$ cat config.mk
export PLATFORM = sky130hd
export DESIGN_NAME = packet_header_validator_top
export DESIGN_NICKNAME = d
export VERILOG_FILES = /design/src/design/phv_pkg.sv /design/src/design/phv_fifo.sv /design/src/design/phv_front.sv /design/src/design/phv_back.sv /design/src/design/packet_header_validator_top.sv
export SDC_FILE = /design/constraint.sdc
export NUM_CORES = 2
export LEC_CHECK = 0
export ABC_AREA = 1
export BUFFER_PORTS_ARGS = -buffer_cell sky130_fd_sc_hd__buf_2
export CORE_ASPECT_RATIO = 1.4
export CORE_MARGIN = 1
export CORE_UTILIZATION = 40
export CTS_CLUSTER_DIAMETER = 120
export DETAILED_ROUTE_END_ITERATION = 7
export SLEW_MARGIN = 25
export SYNTH_ARGS = -nofsm -noshare
export SYNTH_HDL_FRONTEND = slang
export SYNTH_SLANG_ARGS = --single-unit
$ cat constraint.sdc
create_clock -name clk -period 11.84 [get_ports clk]
set_input_delay 2.368 -clock clk [delete_from_list [all_inputs] [get_ports clk]]
set_output_delay 2.368 -clock clk [all_outputs]
set_load 0.03 [all_outputs]
$ cat src/design/phv_pkg.sv
`timescale 1ns / 1ps
// ----------------------------------------------------------------------------
// phv_pkg
// Shared types and constants for the packet header validator.
// ----------------------------------------------------------------------------
package phv_pkg;

	localparam int LEN_W      = 17;
	localparam int CFG_IDX_W  = 3;
	localparam int CFG_DATA_W = 64;
	localparam int SCHEMA_WORDS = 4;
	localparam int ENTRIES_PER_WORD = 4;
	localparam int ENTRY_W    = 16;
	localparam int USED_W     = 5;

	localparam logic [LEN_W-1:0] LEN_MAX = {LEN_W{1'b1}};

	// Byte offsets of the captured header fields
	localparam logic [LEN_W-1:0] POS_PROTO_END = 17'd4;
	localparam logic [LEN_W-1:0] POS_SCHEMA_HI = 17'd12;
	localparam logic [LEN_W-1:0] POS_SCHEMA_LO = 17'd13;
	localparam logic [LEN_W-1:0] POS_PAYLD_HI  = 17'd14;
	localparam logic [LEN_W-1:0] POS_PAYLD_LO  = 17'd15;

	// Configuration register indexes
	localparam logic [CFG_IDX_W-1:0] REG_EXPECTED_PROTOCOL = 3'd0;
	localparam logic [CFG_IDX_W-1:0] REG_SCHEMA_USED       = 3'd1;
	localparam logic [CFG_IDX_W-1:0] REG_SCHEMA_WORD_A     = 3'd2;
	localparam logic [CFG_IDX_W-1:0] REG_SCHEMA_WORD_B     = 3'd3;
	localparam logic [CFG_IDX_W-1:0] REG_SCHEMA_WORD_C     = 3'd4;
	localparam logic [CFG_IDX_W-1:0] REG_SCHEMA_WORD_D     = 3'd5;

	typedef enum logic [2:0] {
		VERDICT_VALID     = 3'd0,
		VERDICT_TRUNCATED = 3'd1,
		VERDICT_PROTOCOL  = 3'd2,
		VERDICT_SCHEMA    = 3'd3,
		VERDICT_MALFORMED = 3'd4
	} phv_verdict_t;

	typedef struct packed {
		logic [31:0]                                    expected_protocol;
		logic [USED_W-1:0]                              entries_used;
		logic [SCHEMA_WORDS-1:0][CFG_DATA_W-1:0]        schema_words;
	} phv_cfg_t;

	// Word passed from the parser to the statistics stage
	typedef struct packed {
		logic         is_clear;
		phv_verdict_t verdict;
		logic [LEN_W-1:0] len;
	} phv_desc_t;

	typedef struct packed {
		phv_verdict_t verdict;
		logic [31:0]  total_packets;
		logic [47:0]  total_bytes;
		logic [31:0]  truncated_count;
		logic [31:0]  protocol_error_count;
		logic [31:0]  unknown_schema_count;
		logic [31:0]  malformed_count;
		logic [31:0]  valid_count;
	} phv_result_t;

endpackage

$ cat src/design/phv_fifo.sv
`timescale 1ns / 1ps
// ----------------------------------------------------------------------------
// phv_fifo
// Small synchronous queue with push/full and pop/empty sides.
// ----------------------------------------------------------------------------
module phv_fifo #(
	parameter int WIDTH = 8,
	parameter int DEPTH = 2
) (
	input  logic             clk,
	input  logic             arst_n,
	input  logic             push,
	input  logic [WIDTH-1:0] wdata,
	output logic             full,
	input  logic             pop,
	output logic [WIDTH-1:0] rdata,
	output logic             empty
);

	localparam int AW = (DEPTH > 1) ? $clog2(DEPTH) : 1;
	localparam int CW = $clog2(DEPTH + 1);

	logic [WIDTH-1:0] mem_q [DEPTH];
	logic [AW-1:0]    wptr_q, rptr_q;
	logic [CW-1:0]    count_q;
	logic             do_push, do_pop;

	assign full    = (count_q == CW'(DEPTH));
	assign empty   = (count_q == '0);
	assign do_push = push && !full;
	assign do_pop  = pop && !empty;
	assign rdata   = mem_q[rptr_q];

	always_ff @(posedge clk) begin
		if (do_push) begin
			mem_q[wptr_q] <= wdata;
		end
	end

	always_ff @(posedge clk or negedge arst_n) begin
		if (!arst_n) begin
			wptr_q  <= '0;
			rptr_q  <= '0;
			count_q <= '0;
		end else begin
			if (do_push) begin
				wptr_q <= (wptr_q == AW'(DEPTH - 1)) ? '0 : wptr_q + 1'b1;
			end
			if (do_pop) begin
				rptr_q <= (rptr_q == AW'(DEPTH - 1)) ? '0 : rptr_q + 1'b1;
			end
			if (do_push && !do_pop) begin
				count_q <= count_q + 1'b1;
			end else if (do_pop && !do_push) begin
				count_q <= count_q - 1'b1;
			end
		end
	end

	a_fill_bounded: assert property (@(posedge clk) disable iff (!arst_n)
		count_q <= CW'(DEPTH))
		else $error("queue fill count beyond depth");

endmodule

$ cat src/design/phv_front.sv
`timescale 1ns / 1ps
// ----------------------------------------------------------------------------
// phv_front
// Byte parser: captures header fields, tracks length, classifies on last byte.
// ----------------------------------------------------------------------------
module phv_front
	import phv_pkg::*;
#(
	parameter int MAX_SCHEMA_ENTRIES = 16,
	parameter int MIN_PACKET_BYTES   = 16
) (
	input  logic      clk,
	input  logic      arst_n,
	input  phv_cfg_t  cfg,
	input  logic      acc,
	input  logic      cmd,
	input  logic [7:0] data_byte,
	input  logic      last_byte,
	output logic      desc_push,
	output phv_desc_t desc
);

	logic [LEN_W-1:0] pos_q;
	logic [31:0]      proto_q;
	logic [15:0]      schema_q;
	logic [15:0]      payload_q;

	logic [31:0]      proto_nx;
	logic [15:0]      schema_nx;
	logic [15:0]      payload_nx;
	logic [LEN_W-1:0] len;
	logic [LEN_W-1:0] len_room;
	logic [USED_W-1:0] used;
	logic [MAX_SCHEMA_ENTRIES-1:0] hit;
	logic             schema_ok;
	logic             byte_acc;
	phv_verdict_t     verdict;

	assign byte_acc = acc && !cmd;

	always_comb begin
		proto_nx   = proto_q;
		schema_nx  = schema_q;
		payload_nx = payload_q;
		if (pos_q < POS_PROTO_END) begin
			proto_nx = {proto_q[23:0], data_byte};
		end else if (pos_q == POS_SCHEMA_HI || pos_q == POS_SCHEMA_LO) begin
			schema_nx = {schema_q[7:0], data_byte};
		end else if (pos_q == POS_PAYLD_HI || pos_q == POS_PAYLD_LO) begin
			payload_nx = {payload_q[7:0], data_byte};
		end
	end

	// Saturate the length
	assign len = (pos_q == LEN_MAX) ? LEN_MAX : pos_q + 1'b1;
	assign len_room = len - LEN_W'(MIN_PACKET_BYTES);

	assign used = (cfg.entries_used > USED_W'(MAX_SCHEMA_ENTRIES)) ?
		USED_W'(MAX_SCHEMA_ENTRIES) : cfg.entries_used;

	for (genvar i = 0; i < MAX_SCHEMA_ENTRIES; i++) begin : g_schema
		assign hit[i] = (USED_W'(i) < used) &&
			(cfg.schema_words[i / ENTRIES_PER_WORD]
				[(i % ENTRIES_PER_WORD) * ENTRY_W +: ENTRY_W] == schema_nx);
	end
	assign schema_ok = |hit;

	always_comb begin
		priority if (len < LEN_W'(MIN_PACKET_BYTES)) begin
			verdict = VERDICT_TRUNCATED;
		end else if (proto_nx != cfg.expected_protocol) begin
			verdict = VERDICT_PROTOCOL;
		end else if (!schema_ok) begin
			verdict = VERDICT_SCHEMA;
		end else if ({1'b0, payload_nx} > len_room) begin
			verdict = VERDICT_MALFORMED;
		end else begin
			verdict = VERDICT_VALID;
		end
	end

	assign desc_push     = acc && (cmd || last_byte);
	assign desc.is_clear = cmd;
	assign desc.verdict  = verdict;
	assign desc.len      = len;

	always_ff @(posedge clk or negedge arst_n) begin
		if (!arst_n) begin
			pos_q     <= '0;
			proto_q   <= '0;
			schema_q  <= '0;
			payload_q <= '0;
		end else if (byte_acc) begin
			if (last_byte) begin
				pos_q     <= '0;
				proto_q   <= '0;
				schema_q  <= '0;
				payload_q <= '0;
			end else begin
				pos_q     <= len;
				proto_q   <= proto_nx;
				schema_q  <= schema_nx;
				payload_q <= payload_nx;
			end
		end
	end

	a_restart: assert property (@(posedge clk) disable iff (!arst_n)
		byte_acc && last_byte |=> pos_q == '0 && proto_q == '0)
		else $error("parser did not restart after last byte");

endmodule

$ cat src/design/phv_back.sv
`timescale 1ns / 1ps
// ----------------------------------------------------------------------------
// phv_back
// Statistics stage: applies verdicts and clears to the counters, emits results.
// ----------------------------------------------------------------------------
module phv_back
	import phv_pkg::*;
(
	input  logic        clk,
	input  logic        arst_n,
	input  logic        desc_empty,
	input  phv_desc_t   desc,
	output logic        desc_pop,
	input  logic        res_full,
	output logic        res_push,
	output phv_result_t res
);

	logic [31:0] pkts_q, trunc_q, proto_q, schema_q, malf_q, valid_q;
	logic [47:0] bytes_q;
	logic [31:0] pkts_nx, trunc_nx, proto_nx, schema_nx, malf_nx, valid_nx;
	logic [47:0] bytes_nx;

	// Clears need no result slot
	assign desc_pop = !desc_empty && (desc.is_clear || !res_full);
	assign res_push = desc_pop && !desc.is_clear;

	always_comb begin
		pkts_nx   = pkts_q;
		bytes_nx  = bytes_q;
		trunc_nx  = trunc_q;
		proto_nx  = proto_q;
		schema_nx = schema_q;
		malf_nx   = malf_q;
		valid_nx  = valid_q;
		if (desc.is_clear) begin
			pkts_nx   = '0;
			bytes_nx  = '0;
			trunc_nx  = '0;
			proto_nx  = '0;
			schema_nx = '0;
			malf_nx   = '0;
			valid_nx  = '0;
		end else begin
			pkts_nx  = pkts_q + 1'b1;
			bytes_nx = bytes_q + 48'(desc.len);
			unique case (desc.verdict)
				VERDICT_VALID:     valid_nx  = valid_q + 1'b1;
				VERDICT_TRUNCATED: trunc_nx  = trunc_q + 1'b1;
				VERDICT_PROTOCOL:  proto_nx  = proto_q + 1'b1;
				VERDICT_SCHEMA:    schema_nx = schema_q + 1'b1;
				VERDICT_MALFORMED: malf_nx   = malf_q + 1'b1;
				default:           valid_nx  = valid_q;
			endcase
		end
	end

	always_ff @(posedge clk or negedge arst_n) begin
		if (!arst_n) begin
			pkts_q   <= '0;
			bytes_q  <= '0;
			trunc_q  <= '0;
			proto_q  <= '0;
			schema_q <= '0;
			malf_q   <= '0;
			valid_q  <= '0;
		end else if (desc_pop) begin
			pkts_q   <= pkts_nx;
			bytes_q  <= bytes_nx;
			trunc_q  <= trunc_nx;
			proto_q  <= proto_nx;
			schema_q <= schema_nx;
			malf_q   <= malf_nx;
			valid_q  <= valid_nx;
		end
	end

	assign res.verdict              = desc.verdict;
	assign res.total_packets        = pkts_nx;
	assign res.total_bytes          = bytes_nx;
	assign res.truncated_count      = trunc_nx;
	assign res.protocol_error_count = proto_nx;
	assign res.unknown_schema_count = schema_nx;
	assign res.malformed_count      = malf_nx;
	assign res.valid_count          = valid_nx;

	a_clear_zeroes: assert property (@(posedge clk) disable iff (!arst_n)
		desc_pop && desc.is_clear |=> pkts_q == '0 && bytes_q == '0)
		else $error("clear did not zero the counters");

	a_packet_counts: assert property (@(posedge clk) disable iff (!arst_n)
		res_push |=> pkts_q == $past(pkts_q) + 32'd1)
		else $error("packet counter did not advance");

endmodule

$ cat src/design/packet_header_validator_top.sv
`timescale 1ns / 1ps
// ----------------------------------------------------------------------------
// packet_header_validator_top
// Byte-stream packet header checker with wrapping statistics counters.
// ----------------------------------------------------------------------------
// Usage:
//   Input side is a queue: drive cmd/data_byte/last_byte and raise push; the
//   word is taken on an edge with push high and full low. One byte per cycle
//   is sustained while full stays low. cmd high is a counter clear that
//   yields no result. Result side is a queue: while empty is low the oldest
//   verdict and the counters after that packet sit on the result ports; pop
//   takes it. A verdict passes the middle queue, then the result queue, to
//   reach the result ports. The parser feeds a two-entry queue
//   into the statistics stage, which fills a two-entry result queue; one word
//   per cycle flows while pop keeps up.
//   When the receiver stalls, the result queue fills, then the middle queue,
//   and full rises; clears still drain past a stalled result side.
//   Config writes go over cfg_valid/cfg_ready (ready is always high). The user
//   makes them only while the block is idle; the block does not enforce this.
//   Reset clears all counters, captures and config registers; input is taken right after reset.
// ----------------------------------------------------------------------------
module packet_header_validator_top
	import phv_pkg::*;
#(
	parameter int MAX_SCHEMA_ENTRIES = 16,
	parameter int MIN_PACKET_BYTES   = 16
) (
	input  logic                  clk,
	input  logic                  arst_n,
	input  logic                  push,
	output logic                  full,
	input  logic                  cmd,
	input  logic [7:0]            data_byte,
	input  logic                  last_byte,
	output logic                  empty,
	input  logic                  pop,
	output logic [2:0]            verdict,
	output logic [31:0]           total_packets,
	output logic [47:0]           total_bytes,
	output logic [31:0]           truncated_count,
	output logic [31:0]           protocol_error_count,
	output logic [31:0]           unknown_schema_count,
	output logic [31:0]           malformed_count,
	output logic [31:0]           valid_count,
	input  logic                  cfg_valid,
	output logic                  cfg_ready,
	input  logic [CFG_IDX_W-1:0]  cfg_index,
	input  logic [CFG_DATA_W-1:0] cfg_data
);

	localparam int QUEUE_DEPTH = 2;

	phv_cfg_t    cfg_q;
	logic        acc;
	logic        desc_push, desc_full, desc_empty, desc_pop;
	phv_desc_t   desc_in, desc_out;
	logic        res_push, res_full;
	phv_result_t res_in, res_out;
	logic [$bits(phv_desc_t)-1:0]   desc_bits;
	logic [$bits(phv_result_t)-1:0] res_bits;

	assign cfg_ready = 1'b1;

	always_ff @(posedge clk or negedge arst_n) begin
		if (!arst_n) begin
			cfg_q <= '0;
		end else if (cfg_valid && cfg_ready) begin
			unique case (cfg_index)
				REG_EXPECTED_PROTOCOL: cfg_q.expected_protocol <= cfg_data[31:0];
				REG_SCHEMA_USED:       cfg_q.entries_used <= cfg_data[USED_W-1:0];
				REG_SCHEMA_WORD_A:     cfg_q.schema_words[0] <= cfg_data;
				REG_SCHEMA_WORD_B:     cfg_q.schema_words[1] <= cfg_data;
				REG_SCHEMA_WORD_C:     cfg_q.schema_words[2] <= cfg_data;
				REG_SCHEMA_WORD_D:     cfg_q.schema_words[3] <= cfg_data;
				default:               cfg_q <= cfg_q;
			endcase
		end
	end

	assign full = desc_full;
	assign acc  = push && !full;

	phv_front #(
		.MAX_SCHEMA_ENTRIES (MAX_SCHEMA_ENTRIES),
		.MIN_PACKET_BYTES   (MIN_PACKET_BYTES)
	) u_front (
		.clk       (clk),
		.arst_n    (arst_n),
		.cfg       (cfg_q),
		.acc       (acc),
		.cmd       (cmd),
		.data_byte (data_byte),
		.last_byte (last_byte),
		.desc_push (desc_push),
		.desc      (desc_in)
	);

	phv_fifo #(
		.WIDTH ($bits(phv_desc_t)),
		.DEPTH (QUEUE_DEPTH)
	) u_desc_q (
		.clk    (clk),
		.arst_n (arst_n),
		.push   (desc_push),
		.wdata  (desc_in),
		.full   (desc_full),
		.pop    (desc_pop),
		.rdata  (desc_bits),
		.empty  (desc_empty)
	);

	assign desc_out = phv_desc_t'(desc_bits);

	phv_back u_back (
		.clk        (clk),
		.arst_n     (arst_n),
		.desc_empty (desc_empty),
		.desc       (desc_out),
		.desc_pop   (desc_pop),
		.res_full   (res_full),
		.res_push   (res_push),
		.res        (res_in)
	);

	phv_fifo #(
		.WIDTH ($bits(phv_result_t)),
		.DEPTH (QUEUE_DEPTH)
	) u_res_q (
		.clk    (clk),
		.arst_n (arst_n),
		.push   (res_push),
		.wdata  (res_in),
		.full   (res_full),
		.pop    (pop),
		.rdata  (res_bits),
		.empty  (empty)
	);

	assign res_out              = phv_result_t'(res_bits);
	assign verdict              = res_out.verdict;
	assign total_packets        = res_out.total_packets;
	assign total_bytes          = res_out.total_bytes;
	assign truncated_count      = res_out.truncated_count;
	assign protocol_error_count = res_out.protocol_error_count;
	assign unknown_schema_count = res_out.unknown_schema_count;
	assign malformed_count      = res_out.malformed_count;
	assign valid_count          = res_out.valid_count;

endmodule
# Yosys cells after proc, flatten, opt, wreduce, memory -nomap -nowiden
# Memories as Yosys holds them, arrays and structs flattened.
# Index checks and enable logic that the tools add are counted.
# totals
regBits	622
inputBits	82
output_inout_bits	246
ram_bits	528
n_memories	2
# memory_table
memory	depth	word_bits	read_ports	rd_ports_with_merged_regs	wr	line_no	source
u_res_q.mem_q	2	243	1	0	1	phv_fifo.sv:23	logic [WIDTH-1:0] mem_q [DEPTH];
u_desc_q.mem_q	2	21	1	0	1	phv_fifo.sv:23	
# op_classes
muxes	40
n_addsub	17
order_cmp	20
n_reduce_logical	56
n_eq_ne	33
# ops
operator	count
two-way mux 32 bit	13
== test 16 bit	16
adder 32 x 1 -> 32 bit, second input constant	6
two-way mux 16 bit	7
== test 17 x 4 -> 1 bit, second input constant	4
adder 48 x 17 -> 48 bit	1
two-way mux 48 bit	1
< comparator 4 x 5 -> 1 bit, first input constant	8
two-way mux 17 bit	2
inequality test 32 bit	1
logical AND 1 bit	29
< comparator 3 x 5 -> 1 bit, first input constant	4
adder 17 x 1 -> 17 bit, second input constant	1
== test 17 bit, second input constant	1
greater-than comparator 16 x 17 -> 1 bit	1
< comparator 17 x 3 -> 1 bit, second input constant	1
< comparator 17 x 5 -> 1 bit, second input constant	1
subtractor 17 x 5 -> 17 bit, second input constant	1
OR reduction 16 bit	1
== test 3 x 2 -> 1 bit, second input constant	4
two-way mux 3 bit	4
AND reduction 2 bit	6
zero test 1 bit	10
< comparator 1 x 5 -> 1 bit, first input constant	2
other kinds (15)	41

# Depth between registers and ports, before layout
# logic_depth
depth_word	10
ltp_mapped	27
depth_no_buf	26

# By module
# Synthesis repeated with hierarchy kept, for this count alone.
# hier_totals
cells_unflattened	7804
area_unflattened_um2	60355.4
# modules_own_cells
module	area_per_inst_um2	instances	seq_area_each_um2	cells_per_inst
phv_back	19035.8	1	6005.8	3216
phv_fifo (u_res_q)	17859.6	1	14694.1	1300
packet_header_validator_top	11397.2	1	7332.0	1272
phv_front	10311.1	1	2026.9	1875
phv_fifo (u_desc_q)	1751.7	1	1361.3	141

# Worst setup path after synthesis
# Ideal clock, no wire load.
# synth_path
kind	register to register
from	register u_desc_q.rptr_q
to	memory u_res_q.mem_q[0][0] (netlist name) (enable)
path_slack_ps	-772
arrival_ps	11762
n_path_buf	1
t_required_ps	10990
stages_incl_launch_ff	10
period_less_slack_ps	12612
cell_sequence	dfrtp_1 -> buf_2 -> nand2_1 -> nand2_1 -> inv_1 -> a31oi_1 -> inv_2 -> nor2_1 -> inv_1 -> nor2_1
# synth_via
elab_chain_cells	7
# synth_rtl
item	line_no	source
from (decl)	phv_fifo.sv:24	logic [AW-1:0] wptr_q, rptr_q;
from (signal assigned)	phv_fifo.sv:50	rptr_q <= (rptr_q == AW'(DEPTH - 1)) ? '0 : rptr_q + 1'b1;
memory (2 x 21 bit) *	-	
logical OR 1 bit	phv_back.sv:25	assign desc_pop = !desc_empty && (desc.is_clear || !res_full);
logical AND 1 bit	phv_back.sv:25	
logical AND 1 bit *	phv_back.sv:26	assign res_push = desc_pop && !desc.is_clear;
logical AND 1 bit *	phv_fifo.sv:30	assign do_push = push && !full;
named net u_res_q.do_push	phv_fifo.sv:26	logic do_push, do_pop;
two-way mux 1 bit *	phv_fifo.sv:35	if (do_push) begin
two-way mux 1 bit (not written as such) *	phv_fifo.sv:36	mem_q[wptr_q] <= wdata;
to (decl)	phv_fifo.sv:23	
# Mark *: on every way through the listed nets, which the timed path passes. The rest lies on a longest branch.

# Final worst setup path
# layout_path
from	register u_res_q.rptr_q
to	output port total_packets[9]
# layout_via
elab_chain_cells	1
# layout_rtl
item	line_no	source
from (decl)	phv_fifo.sv:24	
from (signal assigned)	phv_fifo.sv:50	
memory (2 x 243 bit)	-	
to (decl)	packet_header_validator_top.sv:38	output logic [31:0] total_packets,
# Every way passes these cells.

==> impl_metrics.ini <==
[status]
outcome = complete, no violations

[drt]
drc = 0
antenna_left = 0
drt_iter0_markers = 3745
wirelength_um = 167000
first_pass_iters = 7
wl_per_cell_um = 18.8
viasPerCell = 5.12
dr_total_vias = 45300

[placed_design]
port_buffers = 326
hpwl_um = 116000
gp_congestion = 0.927
placed_cell_area_um2 = 59600

[floorplanning]
dieArea_um2 = 142000
num_rows = 162
start_util_pct = 40.4
die_h_um = 446
die_w_um = 319
core_um2 = 139000
pin_count = 328

[setup_path]
worst_setup_path_end_kind = output pin
r2r_slack_ns = 6.78
cp.depth = 5
r2r-start = u_desc_q.rptr_q$_DFFE_PN0P_
crit_top_cell = nand2_1
ff2ff_path_depth = 11
critPathRequiredTime_ns = 9.47
crit_family = buffers and inverters
max_stage_delay_ns = 0.90
timing.rr.end = u_res_q.mem_q[0][142]$_DFFE_PP_
crit_arrival_ns = 3.16
path_cells = buf_12, buf_16, nand2_1, nand2_1, buf_2
critical_path.startpoint = u_res_q.rptr_q$_DFFE_PN0P_
cp-endpoint = total_packets[9]
crit_path_top_delay_cell = dfrtp_4
criticalPathCategory = register to output pin
startpoint_type = register
path_buf_inv = 3
critPathMaxFanout = 119

[clocking]
root_buffer = clkbuf_16
numClockSinks = 1150
hold_buffers = 0
postCtsSetupBuffers = 0
cts_inserted_buffers = 115
cts_resized = 0
clk_pin_slew_ns = 0.06
clk_path_buf_depth = 3
cts_tree = done
clkLatencyLatePin_ns = 0.78
cts.htree.levels = 3

[synthesis]
netlist_area_um2 = 56300
syn_inst = 6720
ys_seq_elements = 1150
ys_types = 66
syn_avg_cell_area_um2 = 8.38
syn_nets = 6849
yosysSeqAreaShare_pct = 55.8
synth_edf_count = 528
ys_async_sr_fraction_pct = 54.1
synth-main-ff-cell = dfrtp_1
yosys_warnings = 0

[cells_and_area]
area_growth_pct = 13.4
final_area_um2 = 63800
nFillCells = 13600
multi_input_comb_area_um2 = 21200
final_common_cell = nand2_1
layout.nets = 7075
layout_common_cells = nand2_1, inv_1, o21ai_0
drive_gt1_share_pct = 9.68
fin_util_pct = 45.8
regArea_um2 = 31400

[global_route]
grt_pass1_wl_um = 257000
antenna_found_initial = 2
grt_pass1_vias = 43800
grt_usage_pct = 23.3
gr-total-overflow = 0
grt_start_max_net_pins = 278

[sta]
grt_setup_unrepaired = no
slew_headroom_pct = 29.3
fmax_mhz = 181
drv_slew = 0
worst_pin_slew_ns = 1.06
finalSetupViolCount = 0
hold_violations = 0
fin_crit_ns = 5.53
post-route-period-util_pct = 46.7
clock_skew_ns = 0.0669

[power_and_ir_drop]
power_density_nw_per_um2 = 249
p_leak_nw = 28.8
peakVddDrop_v = 0.000251

[min_path]
min_path_type = register to register
min_from = u_front.payload_q[11]$_DFFE_PN0P_

[flow_run]
maxCapViolCount = 0
Yosys cell counts, types with 45 or more instances:
cell | count | area, um2
a21oi_1 | 151 | 756
clkbuf_1 | 204 | 766
dfrtp_1 | 622 | 15600
edfxtp_1 | 528 | 15900
ha_1 | 46 | 576
inv_1 | 702 | 2640
nand2_1 | 2487 | 9340
nand3_1 | 203 | 1020
nand4_1 | 45 | 282
nor2_1 | 424 | 1590
nor3_1 | 122 | 611
o21ai_0 | 650 | 3250
o22ai_1 | 56 | 350
xor2_1 | 136 | 1190
layout make-up:
| class | count | area share (%) |
|---|---|---|
| multi-input combinational | 4594 | 33.2 |
| clock inverter | 59 | 1.31 |
| tap | 1804 | 3.54 |
| clock buffer | 160 | 5.14 |
| inverter | 710 | 4.19 |
| sequential | 1150 | 49.2 |
| antenna | 1 | 0.00392 |
| timing repair buffer | 375 | 3.36 |
how the worst min path moves through the flow:
| stage | cells after the start | to | slack (ns) |
|---|---|---|---|
| after detailed placement | 2 | u_front.payload_q[11]$_DFFE_PN0P_ | 0.47 |
| after CTS | 2 | u_front.payload_q[15]$_DFFE_PN0P_ | 0.49 |
| after global routing | 2 | u_front.payload_q[15]$_DFFE_PN0P_ | 0.51 |
| after floorplan | 2 | u_back.bytes_q[0]$_DFFE_PN0P_ | 0.45 |
| after global placement | 2 | u_front.payload_q[11]$_DFFE_PN0P_ | 0.46 |
| final | 2 | u_front.payload_q[11]$_DFFE_PN0P_ | 0.49 |
cells by family after synthesis:
logic type,share of synthesized area (%)
and+or+nand+nor,25.1
adders and majority gates,1.06
xor gates and xnor gates,2.47
buffers and inverters,6.69
other,0.00666
AOI/OAI and AO/OA,8.89
DFF,55.8
power breakdown:
group	switching [W]	internal (W)	total, W
Clock	0.00167	0.00224	0.00392
Combinational	0.00452	0.00147	0.00599
Sequential	0.000521	0.00545	0.00597
state kept, by name, indices dropped and copies added, names as in the netlist, 2 cells and up:
register,flops
u_desc_q.mem_q,42
u_res_q.mem_q,486
u_res_q.count_q,2
cfg_q,293
u_back.malf_q,32
u_back.proto_q,32
u_front.payload_q,16
u_back.valid_q,32
u_front.proto_q,32
u_back.bytes_q,48
u_front.pos_q,17
u_front.schema_q,16
u_back.pkts_q,32
u_desc_q.count_q,2
u_back.schema_q,32
u_back.trunc_q,32
worst register-to-register path, delay by kind of cell, from the launching register on:
| family | cells | cell delay, ns |
|---|---|---|
| and+or+nand+nor | 4 | 1.13 |
| DFF | 1 | 0.70 |
| buffers and inverters | 6 | 2.48 |
| AOI/OAI and AO/OA | 1 | 0.29 |
per-stage QoR:
stage | power (W) | worst slack (ns) | hold slack [ns] | cells | TNS, ns
2_1_floorplan | 0.0102 | -0.772 | 0.448 | 6720 | -375.32
3_3_place_gp | 0.0120 | 6.66 | 0.462 | 8629 | 0
3_5_place_dp | 0.0121 | 6.55 | 0.471 | 8629 | 0
4_1_cts | 0.0160 | 5.68 | 0.487 | 8848 | 0
5_1_grt | 0.0168 | 6.14 | 0.508 | 8853 | 0
6_report | 0.0159 | 6.31 | 0.488 | 8853 | 0
layer usage:
| metal | vias to the layer above | track usage (%) | share of wire, % |
|---|---|---|---|
| met5 | - | 0 | 0 |
| met2 | 1439 | 40.2 | 49 |
| met3 | 393 | 3.53 | 6.0 |
| met1 | 21400 | 28.1 | 40 |
| met4 | 0 | 12.2 | 5.3 |
| li1 | 22100 | - | - |
Power figures use the tool's default switching activity.
